File: src/rtl/tsas_pkg.sv
`default_nettype none

package tsas_pkg;

	localparam int RAW_W      = 16;
	localparam int POS_W      = 12;
	localparam int CFG_DATA_W = 16;
	localparam int CFG_IDX_W  = 3;
	// dividend width of the shared divider: a raw difference times a screen span
	localparam int DIV_W      = RAW_W + POS_W;
	localparam int DIV_CNT_W  = $clog2(DIV_W);

	localparam logic [RAW_W-1:0] RST_RAW_X_MIN     = 16'd1500;
	localparam logic [RAW_W-1:0] RST_RAW_X_MAX     = 16'd31000;
	localparam logic [RAW_W-1:0] RST_RAW_Y_MIN     = 16'd3276;
	localparam logic [RAW_W-1:0] RST_RAW_Y_MAX     = 16'd30110;
	localparam logic [POS_W-1:0] RST_SCREEN_WIDTH  = 12'd240;
	localparam logic [POS_W-1:0] RST_SCREEN_HEIGHT = 12'd320;

	typedef enum logic [CFG_IDX_W-1:0] {
		REG_RAW_X_MIN     = 3'd0,
		REG_RAW_X_MAX     = 3'd1,
		REG_RAW_Y_MIN     = 3'd2,
		REG_RAW_Y_MAX     = 3'd3,
		REG_SCREEN_WIDTH  = 3'd4,
		REG_SCREEN_HEIGHT = 3'd5
	} cfg_reg_t;

	typedef struct packed {
		logic [RAW_W-1:0] raw_x_min;
		logic [RAW_W-1:0] raw_x_max;
		logic [RAW_W-1:0] raw_y_min;
		logic [RAW_W-1:0] raw_y_max;
		logic [POS_W-1:0] screen_width;
		logic [POS_W-1:0] screen_height;
	} cfg_t;

	typedef struct packed {
		logic             start;
		logic [DIV_W-1:0] dividend;
		logic [RAW_W-1:0] divisor;
	} div_req_t;

	typedef struct packed {
		logic             busy;
		logic             done;
		logic [DIV_W-1:0] quotient;
	} div_rsp_t;

	typedef enum logic [2:0] {
		S_IDLE,
		S_AVG,
		S_CLAMP,
		S_MUL,
		S_SCL,
		S_SCL_W,
		S_EMIT
	} seq_state_t;

endpackage

`default_nettype wire

File: src/rtl/tsas_in_if.sv
`default_nettype none

interface tsas_in_if import tsas_pkg::*; ();
	logic             valid;
	logic             ready;
	logic             pen_down;
	logic [RAW_W-1:0] raw_x_word;
	logic [RAW_W-1:0] raw_y_word;

	modport source (output valid, output pen_down, output raw_x_word, output raw_y_word,
		input ready);
	modport sink (input valid, input pen_down, input raw_x_word, input raw_y_word,
		output ready);
endinterface

`default_nettype wire

File: src/rtl/tsas_out_if.sv
`default_nettype none

interface tsas_out_if import tsas_pkg::*; ();
	logic             valid;
	logic             ready;
	logic             touched;
	logic [POS_W-1:0] pos_x;
	logic [POS_W-1:0] pos_y;

	modport source (output valid, output touched, output pos_x, output pos_y, input ready);
	modport sink (input valid, input touched, input pos_x, input pos_y, output ready);
endinterface

`default_nettype wire

File: src/rtl/tsas_cfg.sv
`default_nettype none

module tsas_cfg import tsas_pkg::*; (
	input  wire logic                  clk,
	input  wire logic                  arst_n,
	input  wire logic                  cfg_wr_en,
	input  wire logic [CFG_IDX_W-1:0]  cfg_index,
	input  wire logic [CFG_DATA_W-1:0] cfg_data,
	output cfg_t                       cfg
);

	cfg_t cfg_q;

	always_ff @(posedge clk or negedge arst_n) begin
		if (!arst_n) begin
			cfg_q.raw_x_min     <= RST_RAW_X_MIN;
			cfg_q.raw_x_max     <= RST_RAW_X_MAX;
			cfg_q.raw_y_min     <= RST_RAW_Y_MIN;
			cfg_q.raw_y_max     <= RST_RAW_Y_MAX;
			cfg_q.screen_width  <= RST_SCREEN_WIDTH;
			cfg_q.screen_height <= RST_SCREEN_HEIGHT;
		end else if (cfg_wr_en) begin
			// drop writes to unmapped indexes
			case (cfg_index)
				REG_RAW_X_MIN:     cfg_q.raw_x_min     <= cfg_data[RAW_W-1:0];
				REG_RAW_X_MAX:     cfg_q.raw_x_max     <= cfg_data[RAW_W-1:0];
				REG_RAW_Y_MIN:     cfg_q.raw_y_min     <= cfg_data[RAW_W-1:0];
				REG_RAW_Y_MAX:     cfg_q.raw_y_max     <= cfg_data[RAW_W-1:0];
				REG_SCREEN_WIDTH:  cfg_q.screen_width  <= cfg_data[POS_W-1:0];
				REG_SCREEN_HEIGHT: cfg_q.screen_height <= cfg_data[POS_W-1:0];
				default: ;
			endcase
		end
	end

	assign cfg = cfg_q;

endmodule

`default_nettype wire

File: src/rtl/tsas_div.sv
`default_nettype none

// Restoring divider, one quotient bit per cycle.
module tsas_div import tsas_pkg::*; (
	input  wire logic clk,
	input  wire logic arst_n,
	input  div_req_t  req,
	output div_rsp_t  rsp
);

	logic                 busy_q;
	logic                 done_q;
	logic [DIV_CNT_W-1:0] cnt_q;
	logic [RAW_W-1:0]     rem_q;
	logic [RAW_W-1:0]     dsr_q;
	logic [DIV_W-1:0]     quo_q;

	logic [RAW_W:0]       trial;
	logic                 fits;
	logic                 last;

	always_comb begin
		trial = {rem_q, quo_q[DIV_W-1]};
		fits  = trial >= {1'b0, dsr_q};
		last  = cnt_q == DIV_CNT_W'(DIV_W - 1);
	end

	always_ff @(posedge clk or negedge arst_n) begin
		if (!arst_n) begin
			busy_q <= 1'b0;
			done_q <= 1'b0;
			cnt_q  <= '0;
		end else begin
			done_q <= busy_q && last;
			if (req.start && !busy_q) begin
				busy_q <= 1'b1;
				cnt_q  <= '0;
			end else if (busy_q) begin
				cnt_q <= cnt_q + 1'b1;
				if (last)
					busy_q <= 1'b0;
			end
		end
	end

	always_ff @(posedge clk) begin
		if (req.start && !busy_q) begin
			quo_q <= req.dividend;
			rem_q <= '0;
			dsr_q <= req.divisor;
		end else if (busy_q) begin
			rem_q <= fits ? RAW_W'(trial - {1'b0, dsr_q}) : trial[RAW_W-1:0];
			quo_q <= {quo_q[DIV_W-2:0], fits};
		end
	end

	assign rsp.busy     = busy_q;
	assign rsp.done     = done_q;
	assign rsp.quotient = quo_q;

endmodule

`default_nettype wire

File: src/rtl/touch_sample_average_scale.sv
// A pen-down item that is not the last of its group is only added to the sums and gives no result.
// A pen-up item goes to the emit state, which loads the output register once it is free.
// The last pen-down item of a group passes average, clamp and multiply for each axis, and the shared
// 28-step divider runs once per axis for the scaling, unless that axis's raw window is empty.
// One item at a time; input ready returns once the result sits in the output register.
// Reset (arst_n low, asynchronous): counts and sums clear, registers take default limits.
`default_nettype none

module touch_sample_average_scale import tsas_pkg::*; #(
	parameter int SAMPLES = 16
) (
	input  wire logic                  clk,
	input  wire logic                  arst_n,
	input  wire logic                  cfg_wr_en,
	input  wire logic [CFG_IDX_W-1:0]  cfg_index,
	input  wire logic [CFG_DATA_W-1:0] cfg_data,
	tsas_in_if.sink                    sample,
	tsas_out_if.source                 result
);

	localparam int SUM_W  = RAW_W + $clog2(SAMPLES);
	localparam int CNT_W  = $clog2(SAMPLES);
	// average by reciprocal multiplication, exact for every sum of SUM_W bits
	localparam int AVG_SH = SUM_W + CNT_W;
	localparam logic [SUM_W:0] AVG_M =
		(SUM_W+1)'(((64'd1 << AVG_SH) + 64'(SAMPLES) - 64'd1) / 64'(SAMPLES));

	cfg_t       cfg;
	div_req_t   div_req;
	div_rsp_t   div_rsp;

	seq_state_t state_q, state_d;

	logic             axis_q;
	logic [CNT_W-1:0] count_q;
	logic [SUM_W-1:0] sum_x_q;
	logic [SUM_W-1:0] sum_y_q;
	logic [RAW_W-1:0] avg_q;
	logic [RAW_W-1:0] diff_q;
	logic [RAW_W-1:0] den_q;
	logic             empty_q;
	logic [DIV_W-1:0] prod_q;
	logic             touched_q;
	logic [POS_W-1:0] pos_x_q;
	logic [POS_W-1:0] pos_y_q;
	logic             out_valid_q;
	logic             out_touched_q;
	logic [POS_W-1:0] out_x_q;
	logic [POS_W-1:0] out_y_q;

	logic             accept;
	logic             last_sample;
	logic             out_free;
	logic [RAW_W-1:0] lo;
	logic [RAW_W-1:0] hi;
	logic [POS_W-1:0] span;
	logic [RAW_W-1:0] avg_lo;
	logic [RAW_W-1:0] avg_clamped;
	logic [SUM_W-1:0] avg_sum;
	logic [2*SUM_W:0] avg_prod;
	logic [RAW_W-1:0] avg_calc;

	tsas_cfg u_cfg (
		.clk       (clk),
		.arst_n    (arst_n),
		.cfg_wr_en (cfg_wr_en),
		.cfg_index (cfg_index),
		.cfg_data  (cfg_data),
		.cfg       (cfg)
	);

	tsas_div u_div (
		.clk    (clk),
		.arst_n (arst_n),
		.req    (div_req),
		.rsp    (div_rsp)
	);

	always_comb begin
		accept      = sample.valid && sample.ready;
		last_sample = count_q == CNT_W'(SAMPLES - 1);
		out_free    = !out_valid_q || result.ready;
		lo          = axis_q ? cfg.raw_y_min : cfg.raw_x_min;
		hi          = axis_q ? cfg.raw_y_max : cfg.raw_x_max;
		span        = axis_q ? cfg.screen_height : cfg.screen_width;
		avg_sum     = axis_q ? sum_y_q : sum_x_q;
		avg_prod    = (2*SUM_W+1)'(avg_sum) * (2*SUM_W+1)'(AVG_M);
		avg_calc    = RAW_W'(avg_prod >> AVG_SH);
		// clamp to min first, then to max
		avg_lo      = (avg_q < lo) ? lo : avg_q;
		avg_clamped = (avg_lo > hi) ? hi : avg_lo;
	end

	always_ff @(posedge clk or negedge arst_n) begin
		if (!arst_n)
			state_q <= S_IDLE;
		else
			state_q <= state_d;
	end

	always_comb begin
		state_d          = state_q;
		sample.ready     = 1'b0;
		div_req.start    = 1'b0;
		div_req.dividend = prod_q;
		div_req.divisor  = den_q;
		unique case (state_q)
			S_IDLE: begin
				sample.ready = 1'b1;
				if (accept) begin
					if (!sample.pen_down)
						state_d = S_EMIT;
					else if (last_sample)
						state_d = S_AVG;
				end
			end
			S_AVG: state_d = S_CLAMP;
			S_CLAMP: state_d = S_MUL;
			S_MUL: begin
				if (!empty_q)
					state_d = S_SCL;
				else
					state_d = axis_q ? S_EMIT : S_AVG;
			end
			S_SCL: begin
				div_req.start = 1'b1;
				state_d       = S_SCL_W;
			end
			S_SCL_W: begin
				if (div_rsp.done)
					state_d = axis_q ? S_EMIT : S_AVG;
			end
			S_EMIT: begin
				if (out_free)
					state_d = S_IDLE;
			end
			default: state_d = S_IDLE;
		endcase
	end

	// control state: count, sums, axis select, output valid
	always_ff @(posedge clk or negedge arst_n) begin
		if (!arst_n) begin
			count_q     <= '0;
			sum_x_q     <= '0;
			sum_y_q     <= '0;
			axis_q      <= 1'b0;
			out_valid_q <= 1'b0;
		end else begin
			if (accept) begin
				if (!sample.pen_down) begin
					count_q <= '0;
					sum_x_q <= '0;
					sum_y_q <= '0;
				end else begin
					count_q <= last_sample ? '0 : count_q + 1'b1;
					sum_x_q <= sum_x_q + SUM_W'(sample.raw_x_word);
					sum_y_q <= sum_y_q + SUM_W'(sample.raw_y_word);
				end
			end
			// advance to the Y axis once X is done, and back to X once Y is done
			if ((state_q == S_MUL && empty_q) || (state_q == S_SCL_W && div_rsp.done))
				axis_q <= !axis_q;
			if (state_q == S_EMIT && out_free) begin
				sum_x_q     <= '0;
				sum_y_q     <= '0;
				out_valid_q <= 1'b1;
			end else if (result.ready) begin
				out_valid_q <= 1'b0;
			end
		end
	end

	always_ff @(posedge clk) begin
		if (accept) begin
			touched_q <= sample.pen_down;
			if (!sample.pen_down) begin
				pos_x_q <= '0;
				pos_y_q <= '0;
			end
		end
		if (state_q == S_AVG)
			avg_q <= avg_calc;
		if (state_q == S_CLAMP) begin
			diff_q  <= avg_clamped - lo;
			den_q   <= hi - lo;
			empty_q <= hi <= lo;
		end
		if (state_q == S_MUL) begin
			prod_q <= DIV_W'(diff_q) * DIV_W'(span);
			if (empty_q) begin
				if (axis_q)
					pos_y_q <= '0;
				else
					pos_x_q <= '0;
			end
		end
		if (state_q == S_SCL_W && div_rsp.done) begin
			if (axis_q)
				pos_y_q <= div_rsp.quotient[POS_W-1:0];
			else
				pos_x_q <= div_rsp.quotient[POS_W-1:0];
		end
		if (state_q == S_EMIT && out_free) begin
			out_touched_q <= touched_q;
			out_x_q       <= pos_x_q;
			out_y_q       <= pos_y_q;
		end
	end

	assign result.valid   = out_valid_q;
	assign result.touched = out_touched_q;
	assign result.pos_x   = out_x_q;
	assign result.pos_y   = out_y_q;

	a_div_start_idle: assert property (@(posedge clk) disable iff (!arst_n)
		div_req.start |-> !div_rsp.busy)
		else $error("divider started while busy");

	a_penup_emits: assert property (@(posedge clk) disable iff (!arst_n)
		(accept && !sample.pen_down) |=> state_q == S_EMIT)
		else $error("pen-up transaction did not go to emit");

	a_release_zero: assert property (@(posedge clk) disable iff (!arst_n)
		(out_valid_q && !out_touched_q) |-> (out_x_q == '0 && out_y_q == '0))
		else $error("released result carries a nonzero position");

	a_x_in_span: assert property (@(posedge clk) disable iff (!arst_n)
		(out_valid_q && out_touched_q) |-> out_x_q <= cfg.screen_width)
		else $error("X position exceeds screen width");

endmodule

`default_nettype wire

File: src/flat_wrapper.sv
// flat-port wrapper written by rule: the top's interface ports become plain ports
module touch_sample_average_scale_flat import tsas_pkg::*;
#(
	parameter int SAMPLES = 16
)
  (clk, arst_n, cfg_wr_en, cfg_index, cfg_data, sample_valid, sample_pen_down, sample_raw_x_word, sample_raw_y_word, sample_ready, result_valid, result_touched, result_pos_x, result_pos_y, result_ready);
  tsas_in_if sample_i ();
  tsas_out_if result_i ();
  input  wire logic clk;
  input  wire logic arst_n;
  input  wire logic cfg_wr_en;
  input  wire logic [CFG_IDX_W-1:0] cfg_index;
  input  wire logic [CFG_DATA_W-1:0] cfg_data;
  input wire logic [$bits(sample_i.valid)-1:0] sample_valid;
  input wire logic [$bits(sample_i.pen_down)-1:0] sample_pen_down;
  input wire logic [$bits(sample_i.raw_x_word)-1:0] sample_raw_x_word;
  input wire logic [$bits(sample_i.raw_y_word)-1:0] sample_raw_y_word;
  output wire logic [$bits(sample_i.ready)-1:0] sample_ready;
  output wire logic [$bits(result_i.valid)-1:0] result_valid;
  output wire logic [$bits(result_i.touched)-1:0] result_touched;
  output wire logic [$bits(result_i.pos_x)-1:0] result_pos_x;
  output wire logic [$bits(result_i.pos_y)-1:0] result_pos_y;
  input wire logic [$bits(result_i.ready)-1:0] result_ready;
  assign sample_i.valid = sample_valid;
  assign sample_i.pen_down = sample_pen_down;
  assign sample_i.raw_x_word = sample_raw_x_word;
  assign sample_i.raw_y_word = sample_raw_y_word;
  assign sample_ready = sample_i.ready;
  assign result_valid = result_i.valid;
  assign result_touched = result_i.touched;
  assign result_pos_x = result_i.pos_x;
  assign result_pos_y = result_i.pos_y;
  assign result_i.ready = result_ready;
  touch_sample_average_scale #(.SAMPLES(SAMPLES)) u_core (.clk(clk), .arst_n(arst_n), .cfg_wr_en(cfg_wr_en), .cfg_index(cfg_index), .cfg_data(cfg_data), .sample(sample_i), .result(result_i));
endmodule
File: config.mk
export PLATFORM = sky130hd
export DESIGN_NAME = touch_sample_average_scale_flat
export DESIGN_NICKNAME = d
export VERILOG_FILES = /design/src/rtl/tsas_pkg.sv /design/src/rtl/tsas_in_if.sv /design/src/rtl/tsas_out_if.sv /design/src/rtl/tsas_cfg.sv /design/src/rtl/tsas_div.sv /design/src/rtl/touch_sample_average_scale.sv /design/src/flat_wrapper.sv
export SDC_FILE = /design/constraint.sdc
export NUM_CORES = 1
export LEC_CHECK = 0
export ABC_AREA = 0
export BUFFER_PORTS_ARGS = -buffer_cell sky130_fd_sc_hd__buf_2
export CAP_MARGIN = 5
export CORE_AREA = 2 2 195 197
export CTS_CLUSTER_SIZE = 25
export DETAILED_ROUTE_END_ITERATION = 10
export DIE_AREA = 0 0 197 199
export PLACE_DENSITY = 0.79
export SETUP_SLACK_MARGIN = 0.02
export SYNTH_ARGS = -nofsm -noshare
export SYNTH_HDL_FRONTEND = slang
export SYNTH_HIERARCHICAL = 1
export SYNTH_SLANG_ARGS = --single-unit
File: constraint.sdc
create_clock -name clk -period 8.5 [get_ports clk]
set_input_delay 2.125 -clock clk [delete_from_list [all_inputs] [get_ports clk]]
set_output_delay 2.125 -clock clk [all_outputs]
set_load 0.05 [all_outputs]
Word-level counts from Yosys, hierarchy flattened
Cells that the tools add are included.
{"block": "word_totals", "register_bits": 331, "latchBits": 0, "ramBits": 0, "mem_bits_ro": 0, "output_inout_bits": 27, "word_cells": 129, "mem_count": 0}
{"block": "classes", "addsub": 7, "n_mul": 1, "div": 0, "order_cmp": 4, "eq_ne": 17, "shifts": 0, "muxes": 48, "n_bitwise": 0, "n_reduce_logical": 23}
{"op": "$mux 12", "n": 15}
{"op": "$mux 20", "n": 7}
{"op": "$mux 16", "n": 5}
{"op": "$mux 28", "n": 2}
{"op": "$sub 16x16->16", "n": 3}
{"op": "$add 20x16->20", "n": 2}
{"op": "$mul 16x12->28", "n": 1}
{"op": "$mux 3", "n": 7}
{"op": "$pmux 3 s7", "n": 1}
{"op": "$ge 17x16->1", "n": 1}
{"op": "$gt 16x16->1", "n": 1}
{"op": "$le 16x16->1", "n": 1}
{"op": "$lt 16x16->1", "n": 1}
{"op": "$eq 3x3->1 const B", "n": 5}
{"op": "$eq 3x2->1 const B", "n": 4}
{"op": "$reduce_and 2->1", "n": 6}
{"op": "$mux 5", "n": 2}
{"op": "$mux 4", "n": 2}
{"op": "$mux 1", "n": 7}
{"op": "$eq 3x1->1 const B", "n": 2}
{"op": "$logic_and 1x1->1", "n": 6}
{"op": "$logic_not 3->1", "n": 2}
{"op": "$reduce_bool 2->1", "n": 3}
{"op": "$add 5x1->5 const B", "n": 1}
{"op": "9 further kinds", "n": 13}

Logic depth before layout (Yosys ltp)
Gate-level depths: netlist of run 1.
{"block": "depth", "ltp_word": 9, "depth_mapped": 32}

Hierarchy
Netlist of run 1, hierarchy kept.
{"mod": "touch_sample_average_scale", "instances": 1, "cells_each": 1687, "area_per_inst_um2": 16559.6, "seq_area_each_um2": 4799.6}
{"mod": "tsas_div", "instances": 1, "cells_each": 316, "area_per_inst_um2": 3529.6, "seq_area_each_um2": 1816.7}
{"mod": "tsas_cfg", "instances": 1, "cells_each": 190, "area_per_inst_um2": 3398.3, "seq_area_each_um2": 2247.2}

Worst setup path before layout of run 1
No wires, ideal clock.
{"block": "synth_path", "path_type": "reg2reg", "from": "reg u_core.axis_q", "to": "reg u_core.diff_q[14] (data pin)", "setup_time_ps": 261, "arrival_time_ps": 6984, "t_required_ps": 8239, "slack_ps": 1255, "path_stages_with_launch": 32, "n_path_buf": 4, "period_less_slack_ps": 7245, "cell_sequence": "dfrtp_1 -> clkbuf_1 -> buf_2 -> mux2_2 -> inv_1 -> ha_1 -> a21oi_1 -> nor2b_1 -> o21ai_0 -> a21oi_1 -> o31a_1 -> a211oi_4 -> buf_6 -> mux2_2 -> ha_1 -> nand4_1 -> nor2_1 -> o21ai_0 -> a31oi_1 -> a2bb2oi_1 -> buf_2 -> mux2_2 -> ha_1 -> fa_1 -> nor2b_1 -> o21ai_0 -> a21boi_0 -> o21ai_0 -> a21oi_1 -> o2111ai_1 -> and4_1 -> a311o_1"}
{"block": "synth_via", "elab_chain_len": 6, "elab_cells_between_ends": 7, "cone_classes": "add/sub: 1; order compare: 2; mux: 4"}
{"element": "from (decl)", "line_no": "touch_sample_average_scale.sv:34", "source": "logic axis_q;"}
{"element": "from (signal assigned)", "line_no": "touch_sample_average_scale.sv:163", "source": "axis_q <= !axis_q;"}
{"element": "$mux 16", "line_no": "touch_sample_average_scale.sv:83", "source": "lo = axis_q ? cfg.raw_y_min : cfg.raw_x_min;"}
{"element": "$lt 16x16->1", "line_no": "touch_sample_average_scale.sv:90", "source": "avg_lo = (avg_q < lo) ? lo : avg_q;"}
{"element": "$mux 16", "line_no": "touch_sample_average_scale.sv:90"}
{"element": "$gt 16x16->1", "line_no": "touch_sample_average_scale.sv:91", "source": "avg_clamped = (avg_lo > hi) ? hi : avg_lo;"}
{"element": "$mux 16", "line_no": "touch_sample_average_scale.sv:91"}
{"element": "$sub 16x16->16 *", "line_no": "touch_sample_average_scale.sv:185", "source": "diff_q <= avg_clamped - lo;"}
{"element": "to (signal assigned)", "line_no": "touch_sample_average_scale.sv:185"}
{"element": "to (decl)", "line_no": "touch_sample_average_scale.sv:39", "source": "logic [RAW_W-1:0] diff_q;"}
Mark *: on every way between the ends. The rest lies on a longest branch, timed or not.
A chain may end at the register's enable or synchronous reset.

Final worst setup path of run 1
Ends and elaborated chain as after synthesis.

==> run_results.csv, run 1 <==
group,metric,value,unit
floorplanning,die_area,39200,sq um
global_routing,grt-ovfl-total,0,
route,first_pass_iters,8,
yosys,synth_cells,2192,
floorplanning,io_pins,84,
clock_tree,cts_resized,0,
cells_and_area,drive_above_1_share,0.1817,
cells_and_area,diodes,0,
timing,final-setup-viol-count,0,
floorplanning,start_util,0.6323,
floorplanning,core-area,37130,sq um
clock_tree,cts_hold_buf,0,
route,drtAntennaViolNets,0,
yosys,syn_area,23480,sq um
clock_tree,cts_made_buffers,37,
flow_run,max_cap_viol_count,0,
floorplanning,die_w,197,um
timing,maxSlewViolCount,0,
yosys,synth_nets,2572,
clock_tree,cts_tree,"yes",
route,wl_per_cell,18.91,um
worst_setup_path,cp_slowest_cell,"dfrtp_2",
timing,max_slew.worst_pin.slew,1.159,ns
clock_tree,htree_num_levels,2,
clock_tree,path_clk_slew,0.06,ns
timing,period_needed,7.150,ns
worst_setup_path,critPathMaxStageDelay,0.70,ns
worst_setup_path,path_max_fanout,22,
global_routing,antenna_found_initial,0,
global_routing,grt_max_degree,90,
placed_design,port_buffers,83,
clock_tree,clock_sinks,331,
clock_tree,clockBufferDepth,3,
global_routing,grt_pass1_wl,84480,um
global_routing,grt_pass1_vias,16550,
route,viasPerCell,6.010,
worst_setup_path,timing_worst_setup_path_type,"flip-flop to flip-flop",
route,vias,16550,
status,outcome,"complete, no violations",
clock_tree,clk_latency,0.57,ns
worst_setup_path,crit_path_start_kind,"flip-flop",
timing,fin_crit_sh,0.8412,
yosys,synth-warning-count,6,
timing,final.setup.tns,0,ns
worst_setup_path,crit_buf_inv,3,
cells_and_area,nNetsFinal,2630,
worst_hold_path,hold_path.class,"flip-flop to flip-flop",
placed_design,dp_hpwl,39030,um
floorplanning,rows,71,
worst_setup_path,worstPathRequired,8.81,ns
timing,fin_worst_skew,0.03375,ns
timing,relSlewSlack,0.2264,
clock_tree,cts_setup_buffers,0,
timing,fmax,139.9,MHz
route,drc_errors,0,
route,drtIter0Drc,1084,
worst_setup_path,cpMostUsedCell,"o21ai_0",
yosys,synth.avg_cell_area,10.71,sq um
timing,rsz0062_at_grt,"no",
worst_setup_path,cp-end-kind,"flip-flop",
worst_setup_path,critPathTopFamily,"compound AO/OA/AOI/OAI gates",
timing,hold_viol,0,
worst_setup_path,worstPathArrival,7.46,ns
placed_design,gp_congestion,0.9669,
clock_tree,cts-root-buf,"clkbuf_16",
route,wl,52070,um
global_routing,grt_util_all_layers,0.2725,
floorplanning,die_h,199,um
cells_and_area,synthToLayoutAreaGrowth,8.468,%
==> area by class of cell <==
| class | count | area, sq um |
|---|---|---|
| Sequential cell | 331 | 8865 |
| Timing Repair Buffer | 102 | 564.3 |
| Multi-Input combinational cell | 1544 | 13370 |
| Tap cell | 474 | 593.1 |
| Clock inverter | 19 | 161.4 |
| Clock buffer | 49 | 1032 |
| Inverter | 234 | 878.3 |
| Fill cell | 2674 | 11660 |
==> cell usage in the layout (no fill, tap or decap), types with 7 or more instances in the layout <==
| cell type | n |
|---|---|
| xnor2_1 | 51 |
| inv_1 | 233 |
| and3_1 | 10 |
| o21a_1 | 17 |
| a22o_1 | 38 |
| or3_1 | 7 |
| a31oi_1 | 9 |
| mux2i_1 | 30 |
| buf_2 | 82 |
| a21o_1 | 23 |
| clkbuf_1 | 7 |
| xor2_1 | 28 |
| edfxtp_1 | 147 |
| clkinv_2 | 9 |
| nor2b_1 | 59 |
| a21oi_1 | 86 |
| a21boi_0 | 9 |
| dfstp_2 | 36 |
| nor3_1 | 23 |
| o21ai_0 | 88 |
| nand2b_1 | 18 |
| buf_4 | 19 |
| clkbuf_16 | 38 |
| and2_1 | 26 |
| o21ai_1 | 8 |
| o21bai_1 | 12 |
| nand2_1 | 242 |
| a211oi_1 | 12 |
| nand4_1 | 17 |
| dfrtp_1 | 107 |
| mux2_2 | 184 |
| dfxtp_1 | 40 |
| ha_1 | 178 |
| o211ai_1 | 23 |
| nand3_1 | 29 |
| fa_1 | 145 |
| nor2_1 | 80 |
==> layer usage <==
layer | GRT usage | vias to the layer above | share of wire | routed length (um)
li1 | - | 7700 | - | -
met1 | 0.3591 | 8180 | 0.43 | 22300
met2 | 0.4629 | 549 | 0.49 | 25360
met3 | 0.04001 | 117 | 0.056 | 2896
met4 | 0.09635 | 0 | 0.029 | 1519
met5 | 0 | - | 0 | 0
==> registers in the layout, indices dropped and copies added (netlist names), 3 cells and up <==
register	count
u_core/sum_y_q	20
u_core/u_div/dsr_q	16
u_core/state_q	3
u_core/u_div/quo_q	28
u_core/u_div/cnt_q	5
u_core/prod_q	28
u_core/pos_x_q	12
u_core/avg_q	16
u_core/pos_y_q	12
u_core/sum_x_q	20
u_core/den_q	16
u_core/count_q	4
u_core/u_cfg/cfg	88
u_core/diff_q	16
u_core/result.pos_x	12
u_core/u_div/rem_q	16
u_core/result.pos_y	12
==> path summary, 6_finish.rpt <==
path / cells after the start / slack (ns) / from / to
setup / recovery: 28 / 1.35 / u_core/axis_q / u_core/diff_q[14]
hold / removal: 0 / 0.41 / u_core/den_q[5] / u_core/u_div/dsr_q[5]
setup reg to reg: 28 / 1.35 / u_core/axis_q / u_core/diff_q[14]
hold reg to reg: 0 / 0.41 / u_core/den_q[5] / u_core/u_div/dsr_q[5]
max in group asynchronous: 2 / 5.46 / arst_n / u_core/axis_q
min in group asynchronous: 1 / 1.53 / arst_n / u_core/sum_x_q[2]
==> worst register-to-register path: cells and delay by family, from the launching register on <==
family                     cells  cell delay (ns)
adders and majority gates      3             1.01
and+or+nand+nor                5             0.70
muxes                          3             1.20
buffers and inverters          3             0.73
DFF                            1             0.70
AOI/OAI and AO/OA             14             2.57
==> per-stage QoR <==
stage,worst slack (ns),area (sq um),util,instances,hold slack [ns]
global placement,1.501,24270,0.6537,2685,0.4015
finish,1.350,25470,0.6859,2753,0.4052
detailed placement,1.413,24270,0.6537,2685,0.4062
floorplan,1.255,23480,-,2192,0.4003
CTS,1.427,25470,0.6859,2753,0.4015
global route,0.9022,25470,0.6859,2753,0.4221
Power of run 1 is not shown: default switching activity piles up to over one toggle a cycle in this logic, so the estimate is an artifact.
==> inputs of run 2 (changes only) <==
--- a/config.mk
+++ b/config.mk
@@ -5,13 +5,13 @@
 export SDC_FILE = /design/constraint.sdc
 export NUM_CORES = 1
 export LEC_CHECK = 0
-export ABC_AREA = 0
+export ABC_AREA = 1
 export BUFFER_PORTS_ARGS = -buffer_cell sky130_fd_sc_hd__buf_2
 export CAP_MARGIN = 5
-export CORE_AREA = 2 2 195 197
+export CORE_AREA = 2 2 197 199
 export CTS_CLUSTER_SIZE = 25
 export DETAILED_ROUTE_END_ITERATION = 10
-export DIE_AREA = 0 0 197 199
+export DIE_AREA = 0 0 199 201
 export PLACE_DENSITY = 0.79
 export SETUP_SLACK_MARGIN = 0.02
 export SYNTH_ARGS = -nofsm -noshare
==> constraint.sdc (replaced) <==
create_clock -name clk -period 7.5 [get_ports clk]
set_input_delay 1.875 -clock clk [delete_from_list [all_inputs] [get_ports clk]]
set_output_delay 1.875 -clock clk [all_outputs]
set_load 0.05 [all_outputs]
==> run_results.csv, run 2 <==
group,metric,value,unit
timing,fmax,154.4,MHz
clock_tree,htree_num_levels,2,
global_routing,antenna_found_initial,0,
timing,setup_ws,1.022,ns
route,first_pass_iters,5,
yosys,synth_nets,3229,
cells_and_area,fillers,3098,
route,vias,19460,
clock_tree,cts_setup_buffers,0,
worst_setup_path,path_max_fanout,22,
placed_design,port_buffers,83,
yosys,synth-warning-count,6,
worst_setup_path,worstPathRequired,7.79,ns
cells_and_area,multiInputGateArea,13210,sq um
yosys,syn_area,23980,sq um
floorplanning,die_h,201,um
floorplanning,rows,72,
clock_tree,clk_latency,0.55,ns
cells_and_area,layout_common_cells,"826 x nand2_1, 369 x inv_1, 178 x ha_1",
worst_hold_path,hp-start,"u_core/den_q[13]",
clock_tree,cts_tree,"yes",
yosys,synth_cells,2849,
timing,rsz0062_at_grt,"no",
global_routing,grt_pass1_wl,99390,um
worst_hold_path,hold_path.class,"flip-flop to flip-flop",
cells_and_area,largest_reg_flops,88,
worst_setup_path,regToRegStartpoint,"u_core/axis_q",
timing,period_needed,6.478,ns
cells_and_area,nNetsFinal,3281,
timing,final.setup.tns,0,ns
global_routing,grt_pass1_vias,19500,
cells_and_area,seq_area,8865,sq um
route,drtIter0Drc,1461,
timing,fin_crit_sh,0.8637,
floorplanning,start_util,0.6292,
worst_setup_path,setup.worst_path.end,"u_core/prod_q[25]",
global_routing,grt-ovfl-total,0,
placed_design,pre_cts_ws,1.058,ns
placed_design,gp_congestion,0.9444,
timing,relSlewSlack,0.2422,
yosys,synth.avg_cell_area,8.416,sq um
clock_tree,clock_sinks,331,
status,outcome,"complete, no violations",
cells_and_area,synthToLayoutAreaGrowth,8.652,%
worst_setup_path,ff2ff_path_depth,23,
global_routing,grt_max_degree,81,
route,wl,60770,um
route,drc_errors,0,
worst_setup_path,worstPathArrival,6.77,ns
timing,maxSlewViolCount,0,
timing,max_slew.worst_pin.slew,1.134,ns
cells_and_area,final_common_cell,"nand2_1",
placed_design,dp.cells,3380,
clock_tree,path_clk_slew,0.06,ns
floorplanning,die_w,199,um
route,drtAntennaViolNets,0,
worst_setup_path,cp-end-kind,"flip-flop",
clock_tree,cts_resized,0,
placed_design,dp_hpwl,46330,um
clock_tree,cts_hold_buf,0,
worst_setup_path,r2r_slack,1.02,ns
worst_setup_path,crit_path_start_kind,"flip-flop",
route,viasPerCell,5.645,
route,wl_per_cell,17.63,um
cells_and_area,diodes,0,
floorplanning,io_pins,84,
worst_setup_path,startpoint,"u_core/axis_q",
timing,final-setup-viol-count,0,
global_routing,grt_util_all_layers,0.3137,
timing,hold_viol,0,
timing,fin_worst_skew,0.02122,ns
worst_setup_path,timing_worst_setup_path_type,"flip-flop to flip-flop",
flow_run,max_cap_viol_count,0,
cells_and_area,final_area,26050,sq um
floorplanning,core-area,38110,sq um
clock_tree,cts_made_buffers,37,
placed_design,place_area,24750,sq um
clock_tree,clockBufferDepth,3,
cells_and_area,final_cells,3447,
cells_and_area,drive_above_1_share,0.1062,
clock_tree,cts-root-buf,"clkbuf_16",
worst_setup_path,r2r-end,"u_core/prod_q[25]",
floorplanning,die_area,40000,sq um
==> run 2: changes by cell type in the layout (fill, tap and decap cells not counted), moves of 57 or more <==
cell | before | now
mux2_2 | 184 | 0
nand2_1 | 242 | 826
o21ai_1 | 8 | 65
inv_1 | 233 | 369
nor2_1 | 80 | 164
nand3_1 | 29 | 141
nor2b_1 | 59 | 0
==> run 2: routing by layer <==
layer	share of wire	track usage
met2	0.48	0.5197
met1	0.42	0.4172
met4	0.040	0.1237
met5	0	0
met3	0.066	0.04486
==> run 2: through the flow <==
step             util  hold slack [ns]
2_1_floorplan       -           0.4003
3_3_place_gp   0.6495           0.4007
3_5_place_dp   0.6495           0.4045
4_1_cts        0.6836           0.4175
5_1_grt        0.6836           0.4212
6_report       0.6836           0.4172
==> run 2: how the worst min path moves through the flow <==
stage	endpoint	slack, ns	cells after the start
after floorplan	u_core/result.touched	0.40	0
after global placement	u_core/result.touched	0.40	0
after detailed placement	u_core/u_div/dsr_q[13]	0.40	0
after CTS	u_core/u_div/dsr_q[4]	0.42	0
after global routing	u_core/u_div/dsr_q[10]	0.42	0
final	u_core/u_div/dsr_q[13]	0.42	0
==> run 2: final cells by class <==
type                       instances  area share
tap                              518     0.02488
clock buffer                      56     0.04419
clock inverter                    11    0.005763
inverter                         392     0.05658
sequential                       331      0.3403
timing repair buffer             100     0.02108
multi-input combinational       2039      0.5072
==> run 2: worst max-delay path, cell delays in order (launching register included) <==
cell	delay, ns
dfrtp_2	0.70
buf_4	0.37
or2_2	0.16
nand2_1	0.07
inv_1	0.35
nand2_1	0.15
fa_1	0.55
inv_1	0.05
fa_1	0.49
inv_1	0.05
fa_1	0.48
inv_1	0.06
fa_1	0.50
fa_1	0.49
ha_1	0.38
a21oi_1	0.22
o21ai_1	0.13
a21oi_2	0.23
inv_2	0.06
a21oi_1	0.26
o21bai_1	0.15
nand3_1	0.09
nand2_1	0.06
xor2_1	0.15
Power of run 2 is left out for the same reason.
